[src/hw/rtl/lzd_pkg.sv]
// ----------------------------------------------------------------------------
// lzd_pkg: shared types and constants of the lzss decoder
// Window geometry, parse phases, sequencer states and the history port group.
// ----------------------------------------------------------------------------
package lzd_pkg;

  // window and stream format
  localparam int WIN_SIZE  = 512;
  localparam int WIN_AW    = $clog2(WIN_SIZE);
  localparam int HDR_BYTES = 4;
  localparam int CNT_W     = 21;
  localparam int LEN_W     = 5;

  localparam logic [WIN_AW-1:0] WP_INIT   = WIN_AW'(WIN_SIZE - 18);
  localparam logic [CNT_W-1:0]  CNT_MAX   = {CNT_W{1'b1}};
  localparam logic [2:0]        HDR_INIT  = 3'(HDR_BYTES);
  localparam logic [LEN_W-1:0]  MIN_MATCH = LEN_W'(3);
  localparam logic [7:0]        FLAG_FILL = 8'hFF;

  // configuration register index
  localparam logic [0:0] REG_TOTAL = 1'b0;

  // parse phase of the packed stream
  typedef enum logic [2:0] {
    PH_HEADER,
    PH_FLAG,
    PH_ITEM,
    PH_MATCH,
    PH_DONE
  } phase_t;

  // sequencer states
  typedef enum logic [2:0] {
    SQ_IDLE,
    SQ_PARSE,
    SQ_LIT,
    SQ_RD,
    SQ_WR
  } seq_t;

  // history window port group
  typedef struct packed {
    logic              clear;
    logic              we;
    logic [WIN_AW-1:0] waddr;
    logic [7:0]        wdata;
    logic [WIN_AW-1:0] raddr;
  } hist_req_t;

  // result of the top-of-item check
  typedef struct packed {
    phase_t      ph;
    logic [15:0] flag;
  } item_t;

  // end check, then step to the next flag bit
  function automatic item_t next_item(input logic [CNT_W-1:0] cnt,
                                      input logic [CNT_W-1:0] total,
                                      input logic [15:0]      flag);
    item_t r;
    r.flag = flag;
    if (cnt >= total) begin
      r.ph = PH_DONE;
    end else begin
      r.flag = flag >> 1;
      r.ph   = r.flag[8] ? PH_ITEM : PH_FLAG;
    end
    return r;
  endfunction

endpackage

[src/hw/rtl/lzd_cfg.sv]
// ----------------------------------------------------------------------------
// lzd_cfg: configuration register file
// APB-style slave holding the output byte total; always ready.
// ----------------------------------------------------------------------------
module lzd_cfg
  import lzd_pkg::*;
(
  input  logic             clk,
  input  logic             rst_n,
  input  logic             psel,
  input  logic             penable,
  input  logic             pwrite,
  input  logic [2:0]       paddr,
  input  logic [31:0]      pwdata,
  output logic [31:0]      prdata,
  output logic             pready,
  output logic [CNT_W-1:0] total
);

  logic [CNT_W-1:0] total_r;
  logic             hit;

  // register decode, low address bits are ignored and the whole word is returned
  assign hit    = (paddr[2:2] == REG_TOTAL) && (paddr[1:0] == 2'b00 || paddr[1:0] != 2'b00);
  assign pready = 1'b1;
  assign total  = total_r;
  assign prdata = hit ? {{(32-CNT_W){1'b0}}, total_r} : 32'd0;

  // write at the access phase
  always_ff @(posedge clk) begin
    if (!rst_n) begin
      total_r <= '0;
    end else if (psel && penable && pwrite && pready && hit) begin
      total_r <= pwdata[CNT_W-1:0];
    end
  end

endmodule

[config.mk]
export PLATFORM = sky130hd
export DESIGN_NAME = lzd_cfg
export DESIGN_NICKNAME = d
export VERILOG_FILES = /design/src/hw/rtl/lzd_pkg.sv /design/src/hw/rtl/lzd_cfg.sv
export SDC_FILE = /design/constraint.sdc
export NUM_CORES = 1
export LEC_CHECK = 0
export BUFFER_PORTS_ARGS = -buffer_cell sky130_fd_sc_hd__buf_2
export CAP_MARGIN = 5
export CORE_ASPECT_RATIO = 1.2
export CORE_MARGIN = 2
export CORE_UTILIZATION = 38
export DETAILED_ROUTE_END_ITERATION = 8
export PLACE_DENSITY = 0.8
export SETUP_SLACK_MARGIN = 0.15
export SLEW_MARGIN = 10
export SYNTH_ARGS = -nofsm -noshare
export SYNTH_HDL_FRONTEND = slang
export SYNTH_SLANG_ARGS = --single-unit
[constraint.sdc]
create_clock -name clk -period 1.25 [get_ports clk]
set_input_delay 0.25 -clock clk [delete_from_list [all_inputs] [get_ports clk]]
set_output_delay 0.25 -clock clk [all_outputs]
set_load 0.02 [all_outputs]
==> flow_summary_export.csv <==
group,metric,value,unit
layout,nets,243,
critical_path,critPathMaxFanout,3,
power_and_ir_drop,seqPwrFrac,0.544,
route,wirelength,2820,µm
min_path,hold_path.class,"input port to flip-flop",
sta,finalCritPeriodShare,0.968,
die,die-height,63.2,µm
global_route,antenna_found_initial,0,
critical_path,crit_arrival,960,ps
sta,finalHoldViolCount,0,
run,maxCapViolCount,0,
sta,rsz0062_at_grt,"true",
power_and_ir_drop,p_clk_frac,0.253,
die,core_area,0.00279,mm²
power_and_ir_drop,p_leak,0.826,nW
outcome,outcome,"finished, final reports clean",
route,drtIter0Drc,12,
layout,drive_above_1_share,0.584,
layout,syn2layout_area_growth,60.7,%
clocking,cts_root_buf,"clkbuf_4",
critical_path,rrSetupSlack,550,ps
sta,timing.fmax,0.827,GHz
logic_synthesis,ys_types,12,
clocking,insertion_delay,290,ps
power_and_ir_drop,power_density,720,mW/mm²
clocking,clk_pin_slew,120,ps
power_and_ir_drop,comb_power_share,0.204,
power_and_ir_drop,p_sw,0.364,mW
die,floorplan.io_pins,94,
global_route,grt_pass1_wl,3950,µm
critical_path,required,1000,ps
route,drt_pass1_iterations,3,
power_and_ir_drop,power,1.28,mW
global_route,overflow,0,
route,vias_per_cell,4.36,
power_and_ir_drop,internal_power,0.919,mW
sta,setup_viol,0,
clocking,cts_buffers,3,
critical_path,crit_type,"flip-flop to output pin",
logic_synthesis,syn_inst,130,
sta,drv_slew,0,
power_and_ir_drop,peakVddDrop,0.627,mV
global_route,grt_pass1_vias,945,
place,io_buffers,68,
logic_synthesis,netlist_area,0.00111,mm²
layout,final_cells,236,
layout,largest_register_ffs,21,
critical_path,cp-end-kind,"output pin",
die,fp.dieW,53.3,µm
sta,skew,0,ps
logic_synthesis,yosys_warnings,0,
place,dp_cells,224,
global_route,grt_start_max_net_pins,43,
place,gp_congestion,0.601,
place,dp_hpwl,1680,µm
logic_synthesis,synth_seq_cells,21,
die,rows,21,
logic_synthesis,ys_seq_area_frac,0.379,
critical_path,critPathLaunchType,"flip-flop",
clocking,cts_tree,"built",
sta,timing.setup.tns,0,ps
route,antenna_left,0,
route,wl_per_cell,12.0,µm
global_route,grt_use_total,0.154,
clocking,hold_buffers,0,
route,drc,0,
clocking,clockBufferDepth,2,
clocking,cts.sinks,21,
die,start_util,0.398,
logic_synthesis,syn_area_per_cell,8.53,µm²
power_and_ir_drop,swShare,0.284,
clocking,cts_max_level,1,
sta,post-route-min-period,1210,ps
route,vias,1030,
die,die_area,0.00337,mm²
layout,antenna_cells,0,
[area by class of cell]
type	count	area (µm²)
clock inverter	1	5.00
sequential	21	447
clock buffer	3	22.5
timing repair buffer	80	638
tap	34	42.5
fill	227	1000
multi-input combinational	97	627
[cell usage after synthesis]
library cell  instances  area, µm²
nand2_1              42        158
dfxtp_1              21        420
mux2i_1              21        210
nor2b_1              20        125
buf_4                12       90.1
clkbuf_1              6       22.5
buf_12                2       40.0
conb_1                2       7.51
and2b_2               1       8.76
and4b_1               1       10.0
buf_2                 1       5.00
buf_6                 1       11.3
[critical path: stages, from the launching register on]
cell	delay (ps)
dfxtp_2	350
nor2b_1	150
buf_4	160
[placed cells by master, fill, tap and decap left out]
master,n
and2b_2,1
nor2b_2,4
mux2i_1,21
clkbuf_4,3
nand2_1,42
nor2b_1,8
buf_12,2
conb_1,12
clkinv_2,1
buf_6,22
dfxtp_2,21
buf_2,28
buf_4,28
and4b_1,1
nor2b_4,8
[stage by stage]
stage	utilization	area (µm²)	hold WS [ps]	worst slack [ps]
6_report	0.640	1780	172	40.4
2_1_floorplan	-	1150	392	195
3_3_place_gp	0.508	1420	451	109
4_1_cts	0.562	1570	155	33.8
5_1_grt	0.640	1780	156	-20.4
3_5_place_dp	0.508	1420	460	81.3
[worst paths after layout]
path         startpoint          to  cells after the start
min reg2reg   total[11]   total[11]                      2
min           pwdata[5]    total[5]                      3
max           total[13]  prdata[13]                      2
max reg2reg    total[0]    total[0]                      3
[repair_timing]
item,CTS,global route
buffers inserted,4,4
gates resized for setup,45,54
pin swaps,0,0
setup endpoints to repair,30,41
[per-layer routing]
metal / up-vias / track usage / share of wire
li1: 524 / - / -
met1: 454 / 0.165 / 0.39
met2: 52 / 0.290 / 0.52
met3: 0 / 0.0237 / 0.092
met4: 0 / 0.0481 / 0
met5: - / 0 / 0
[power groups by stage]
stage	registers (mW)	logic [mW]	clock network (mW)
6_report	0.698	0.261	0.324
5_1_grt	0.700	0.282	0.386
4_1_cts	0.696	0.228	0.345
3_5_place_dp	0.708	0.217	0
3_3_place_gp	0.708	0.214	0
2_1_floorplan	0.726	0.151	0
[kinds of logic (layout without fill, tap and decap cells)]
kind of cell           count (synthesis)  count (layout)  synth area share
other                                  2              12           0.00677
AND/OR/NAND/NOR                       64              64             0.272
multiplexers                          21              21             0.190
flip-flops                            21              21             0.379
buffers and inverters                 22              84             0.152
(Power assumes the default switching activity.)
