**config.mk**
```make
export PLATFORM = sky130hd
export DESIGN_NAME = lzd_hist
export DESIGN_NICKNAME = d
export VERILOG_FILES = /design/src/hw/rtl/lzd_pkg.sv /design/src/hw/rtl/lzd_hist.sv
export SDC_FILE = /design/constraint.sdc
export NUM_CORES = 2
export LEC_CHECK = 0
export ABC_AREA = 1
export BUFFER_PORTS_ARGS = -buffer_cell sky130_fd_sc_hd__buf_2
export CAP_MARGIN = 5
export CORE_AREA = 2 2 586 588
export CTS_BUF_LIST = sky130_fd_sc_hd__clkbuf_8 sky130_fd_sc_hd__clkbuf_16
export DETAILED_ROUTE_END_ITERATION = 10
export DIE_AREA = 0 0 588 590
export GPL_TIMING_DRIVEN = 1
export REMOVE_ABC_BUFFERS = 1
export SLEW_MARGIN = 20
export SYNTH_ARGS = -nofsm -noshare
export SYNTH_HDL_FRONTEND = slang
export SYNTH_SLANG_ARGS = --single-unit
```
**constraint.sdc**
```tcl
create_clock -name clk -period 6.1 [get_ports clk]
set_input_delay 0.61 -clock clk [delete_from_list [all_inputs] [get_ports clk]]
set_output_delay 0.61 -clock clk [all_outputs]
set_load 0.02 [all_outputs]
```
**src/hw/rtl/lzd_pkg.sv**
```systemverilog
// ----------------------------------------------------------------------------
// lzd_pkg: shared types and constants of the lzss decoder
// Window geometry, parse phases, sequencer states and the history port group.
// ----------------------------------------------------------------------------
package lzd_pkg;

  // window and stream format
  localparam int WIN_SIZE  = 512;
  localparam int WIN_AW    = $clog2(WIN_SIZE);
  localparam int HDR_BYTES = 4;
  localparam int CNT_W     = 21;
  localparam int LEN_W     = 5;

  localparam logic [WIN_AW-1:0] WP_INIT   = WIN_AW'(WIN_SIZE - 18);
  localparam logic [CNT_W-1:0]  CNT_MAX   = {CNT_W{1'b1}};
  localparam logic [2:0]        HDR_INIT  = 3'(HDR_BYTES);
  localparam logic [LEN_W-1:0]  MIN_MATCH = LEN_W'(3);
  localparam logic [7:0]        FLAG_FILL = 8'hFF;

  // configuration register index
  localparam logic [0:0] REG_TOTAL = 1'b0;

  // parse phase of the packed stream
  typedef enum logic [2:0] {
    PH_HEADER,
    PH_FLAG,
    PH_ITEM,
    PH_MATCH,
    PH_DONE
  } phase_t;

  // sequencer states
  typedef enum logic [2:0] {
    SQ_IDLE,
    SQ_PARSE,
    SQ_LIT,
    SQ_RD,
    SQ_WR
  } seq_t;

  // history window port group
  typedef struct packed {
    logic              clear;
    logic              we;
    logic [WIN_AW-1:0] waddr;
    logic [7:0]        wdata;
    logic [WIN_AW-1:0] raddr;
  } hist_req_t;

  // result of the top-of-item check
  typedef struct packed {
    phase_t      ph;
    logic [15:0] flag;
  } item_t;

  // end check, then step to the next flag bit
  function automatic item_t next_item(input logic [CNT_W-1:0] cnt,
                                      input logic [CNT_W-1:0] total,
                                      input logic [15:0]      flag);
    item_t r;
    r.flag = flag;
    if (cnt >= total) begin
      r.ph = PH_DONE;
    end else begin
      r.flag = flag >> 1;
      r.ph   = r.flag[8] ? PH_ITEM : PH_FLAG;
    end
    return r;
  endfunction

endpackage

```
**src/hw/rtl/lzd_hist.sv**
```systemverilog
// ----------------------------------------------------------------------------
// lzd_hist: history window
// Single-port-write, registered-read byte memory. A fill count tracks how many
// positions have been written since the stream began; unwritten ones read 0.
// ----------------------------------------------------------------------------
module lzd_hist
  import lzd_pkg::*;
(
  input  logic      clk,
  input  logic      rst_n,
  input  hist_req_t req,
  output logic [7:0] rd_data
);

  logic [7:0]        mem [WIN_SIZE];
  logic [7:0]        rd_q;
  logic              rd_ok_r;
  logic [WIN_AW:0]   fill_r;
  logic [WIN_AW:0]   fill_nxt;
  logic [WIN_AW-1:0] rel_pos;

  // distance of the read position from the stream's first write position
  assign rel_pos = req.raddr - WP_INIT;

  // fill count, saturates once the whole window has been written
  always_comb begin
    fill_nxt = fill_r;
    if (req.clear) begin
      fill_nxt = '0;
    end else if (req.we && fill_r != (WIN_AW+1)'(WIN_SIZE)) begin
      fill_nxt = fill_r + 1'b1;
    end
  end

  always_ff @(posedge clk) begin
    if (!rst_n) begin
      fill_r <= '0;
    end else begin
      fill_r <= fill_nxt;
    end
  end

  // memory array
  always_ff @(posedge clk) begin
    if (req.we) begin
      mem[req.waddr] <= req.wdata;
    end
    rd_q    <= mem[req.raddr];
    rd_ok_r <= ({1'b0, rel_pos} < fill_r);
  end

  assign rd_data = rd_ok_r ? rd_q : 8'd0;

endmodule

```
==> results.yml <==
global_route:
  grt_max_degree: 174
  grt_overflow_total: 0
  grt_first_pass_wirelength_mm: 726
  antenna_found_initial: 25
  grt_pass1_vias: 105456
  grt_usage_pct: 28.2
clocking:
  cts_tree: "done"
  post_cts_buffers: 0
  ctsResizeCount: 0
  htree_levels: 5
  root_buffer: "clkbuf_16"
  clkTransAtPathRegs_ns: 0.06
  cts_buffer_depth: 4
  clock_latency_ns: 1.00
  clock-sinks: 4115
  cts-buffers-inserted: 428
  cts_hold_buf: 0
min_path:
  hold_depth: 5
  hp-class: "in -> reg"
  hold_path_end: "fill_r[6]"
  worst_hold_startpoint: "req[27]"
logic_synthesis:
  yosysWarnings: 0
  synth-simple-area-share_pct: 20.8
  synth_top_flop_cell: "edfxtp_1"
  synth_cells: 14979
  synth_xor_area_share_pct: 0.0310
  synth_compound_area_share_pct: 2.72
  synthesis.area_um2: 169000
  syn_area_per_cell_um2: 11.3
  synth-seq-cells: 4115
  synth_async_sr_flop_share_pct: 0
  synthAdderAreaFrac_pct: 0.0812
  synth_edf_count: 4096
  synth_top_family_by_area: "simple AND/OR/NAND/NOR gates"
  yosysUniqueCellTypes: 30
  ys_seq_area_share_pct: 72.8
  synthMuxAreaShare_pct: 0
final_layout:
  most-common-layout-cells: "4690 x nand2_1, 4096 x edfxtp_1, 2374 x nand3_1"
  multi_input_area_um2: 40300
  layout-drive-gt1-share_pct: 5.74
  fin_area_um2: 187000
  seqCellArea_um2: 123000
  final_common_cell: "nand2_1"
  final_core_util_pct: 54.9
  nNetsFinal: 14731
  final_cells: 19610
  syn_to_final_growth_pct: 10.5
  fill_cells: 28823
drt:
  drcViolationCount: 0
  wl_per_cell_um: 25.4
  vias: 112169
  postRouteAntennaNets: 0
  drt_iter0_drc: 13659
  via_per_inst: 5.72
  dr.pass1.iters: 6
  wl_mm: 498
placed_design:
  post-dp-hpwl_mm: 274
  dp_slack_ns: 1.40
  portBuffers: 37
  placed_cell_area_um2: 174000
  place_inst: 18817
  gp_congestion: 0.851
critical_path:
  crit_arrival_ns: 4.82
  reg2regPathDepth: 12
  path_cells: "buf_12, inv_8, buf_12, buf_12, nand2_1, nand3_1, nand3_1, o211ai_1, nand3_1, nand2_1, nand2_1, nand2_1, nand3_1, nand2_1, nand2_1, nand2_1"
  worstSetupPathType: "in -> reg"
  end_kind: "flip-flop"
  worstPathMaxFanout: 137
  rr_startpoint: "mem[491][6]"
  r2r_setup_slack_ns: 3.55
  cp.required_ns: 7.01
  cp_common_cell: "nand2_1"
  r2r-end: "rd_q[6]"
  slowest_stage: "inv_8"
  cp_slowest_stage_delay_ns: 0.74
  startpoint_type: "primary input"
timing:
  finalHoldViolCount: 0
  slew_viol_final: 0
  period_minus_slack_ns: 3.91
  rsz0062_at_grt: "false"
  slew_headroom_pct: 18.1
  fin_crit_sh_pct: 64.1
  worst_pin_slew_ns: 1.23
  setup_viol: 0
  clock_skew_ns: 0.0565
  setup_ws_ns: 2.19
  max_freq_mhz: 256
floorplan:
  core_area_um2: 341000
  die-area_um2: 347000
  ioPinCount: 38
  placementRows: 215
  die_w_um: 588
  start_util_pct: 49.7
  die_h_um: 590
flow_run:
  maxCapViolCount: 0
run_status:
  status: "finished, final reports clean"
power:
  leakage_nw: 67.9
  ir_drop_uv: 249
  p_per_area_nw_per_um2: 321
## area by class of cell
| type | instances | share of cell area [%] |
|---|---|---|
| flip-flops and latches | 4115 | 65.9 |
| inverters | 491 | 1.00 |
| diodes | 12 | 0.0160 |
| repair buffers | 238 | 1.42 |
| clock buffers | 435 | 5.81 |
| well taps | 4557 | 3.04 |
| clock inverters | 346 | 1.32 |
| multi-input cells | 9416 | 21.5 |
## flip-flops by register name, summed over array words and instances (netlist names)
| name | cells |
|---|---|
| rd_q | 8 |
| fill_r | 10 |
| mem | 4096 |
| rd_ok_r | 1 |
## worst max-delay path by stage
stage,end,slack [ns],depth (start not counted),startpoint
after floorplan,rd_q[5],-10.50,13,req[0]
after global placement,rd_q[2],1.36,16,req[0]
after detailed placement,rd_q[2],1.40,16,req[0]
after CTS,rd_q[2],2.43,16,req[0]
after global routing,rd_q[2],2.11,16,req[0]
final,rd_q[2],2.19,16,req[0]
## synth_stat cells, types with 64 or more instances
| cell | number | area share, % |
|---|---|---|
| nand2_1 | 4708 | 10 |
| edfxtp_1 | 4096 | 73 |
| nand3_1 | 2374 | 7.0 |
| nor2_1 | 1452 | 3.2 |
| inv_1 | 483 | 1.1 |
| clkbuf_1 | 431 | 0.95 |
| o21ai_0 | 396 | 1.2 |
| buf_2 | 306 | 0.90 |
| a21oi_1 | 202 | 0.60 |
| buf_1 | 167 | 0.37 |
| o211ai_1 | 144 | 0.64 |
| a21boi_0 | 64 | 0.28 |
## logic make-up after synthesis
logic type / Yosys count
and+or+nand+nor: 8585
adders and majority gates: 11
buffers and inverters: 1448
AOI/OAI and AO/OA: 814
xor gates and xnor gates: 6
DFF: 4115
## per-stage QoR
step                      hold WS, ns  setup TNS [ns]  power [mW]
after floorplan                 0.444          -85.81        33.7
after global placement          0.457               0        35.4
after detailed placement        0.457               0        35.4
after CTS                      0.0631               0        60.2
after global routing           0.0891               0        61.6
final                           0.115               0        60.0
## critical path: cells and delay by family
| family | cells | cell delay, ns |
|---|---|---|
| and+or+nand+nor | 11 | 1.87 |
| AOI/OAI and AO/OA | 1 | 0.19 |
| buffers and inverters | 4 | 1.64 |
## power by group
part,internal [mW],leakage [nW],switching (mW)
Clock,14.1,6.92,11.0
Sequential,31.1,37.0,0.0339
Combinational,0.814,24.0,2.90
## layer usage
layer,wire length (µm),track usage (%),up-vias
met5,24,0,-
met4,16600,9.03,4
met3,43800,4.23,798
met2,229000,44.0,5181
met1,208000,40.9,55086
li1,-,-,51100
No activity file was read; power rests on OpenSTA's default activity.
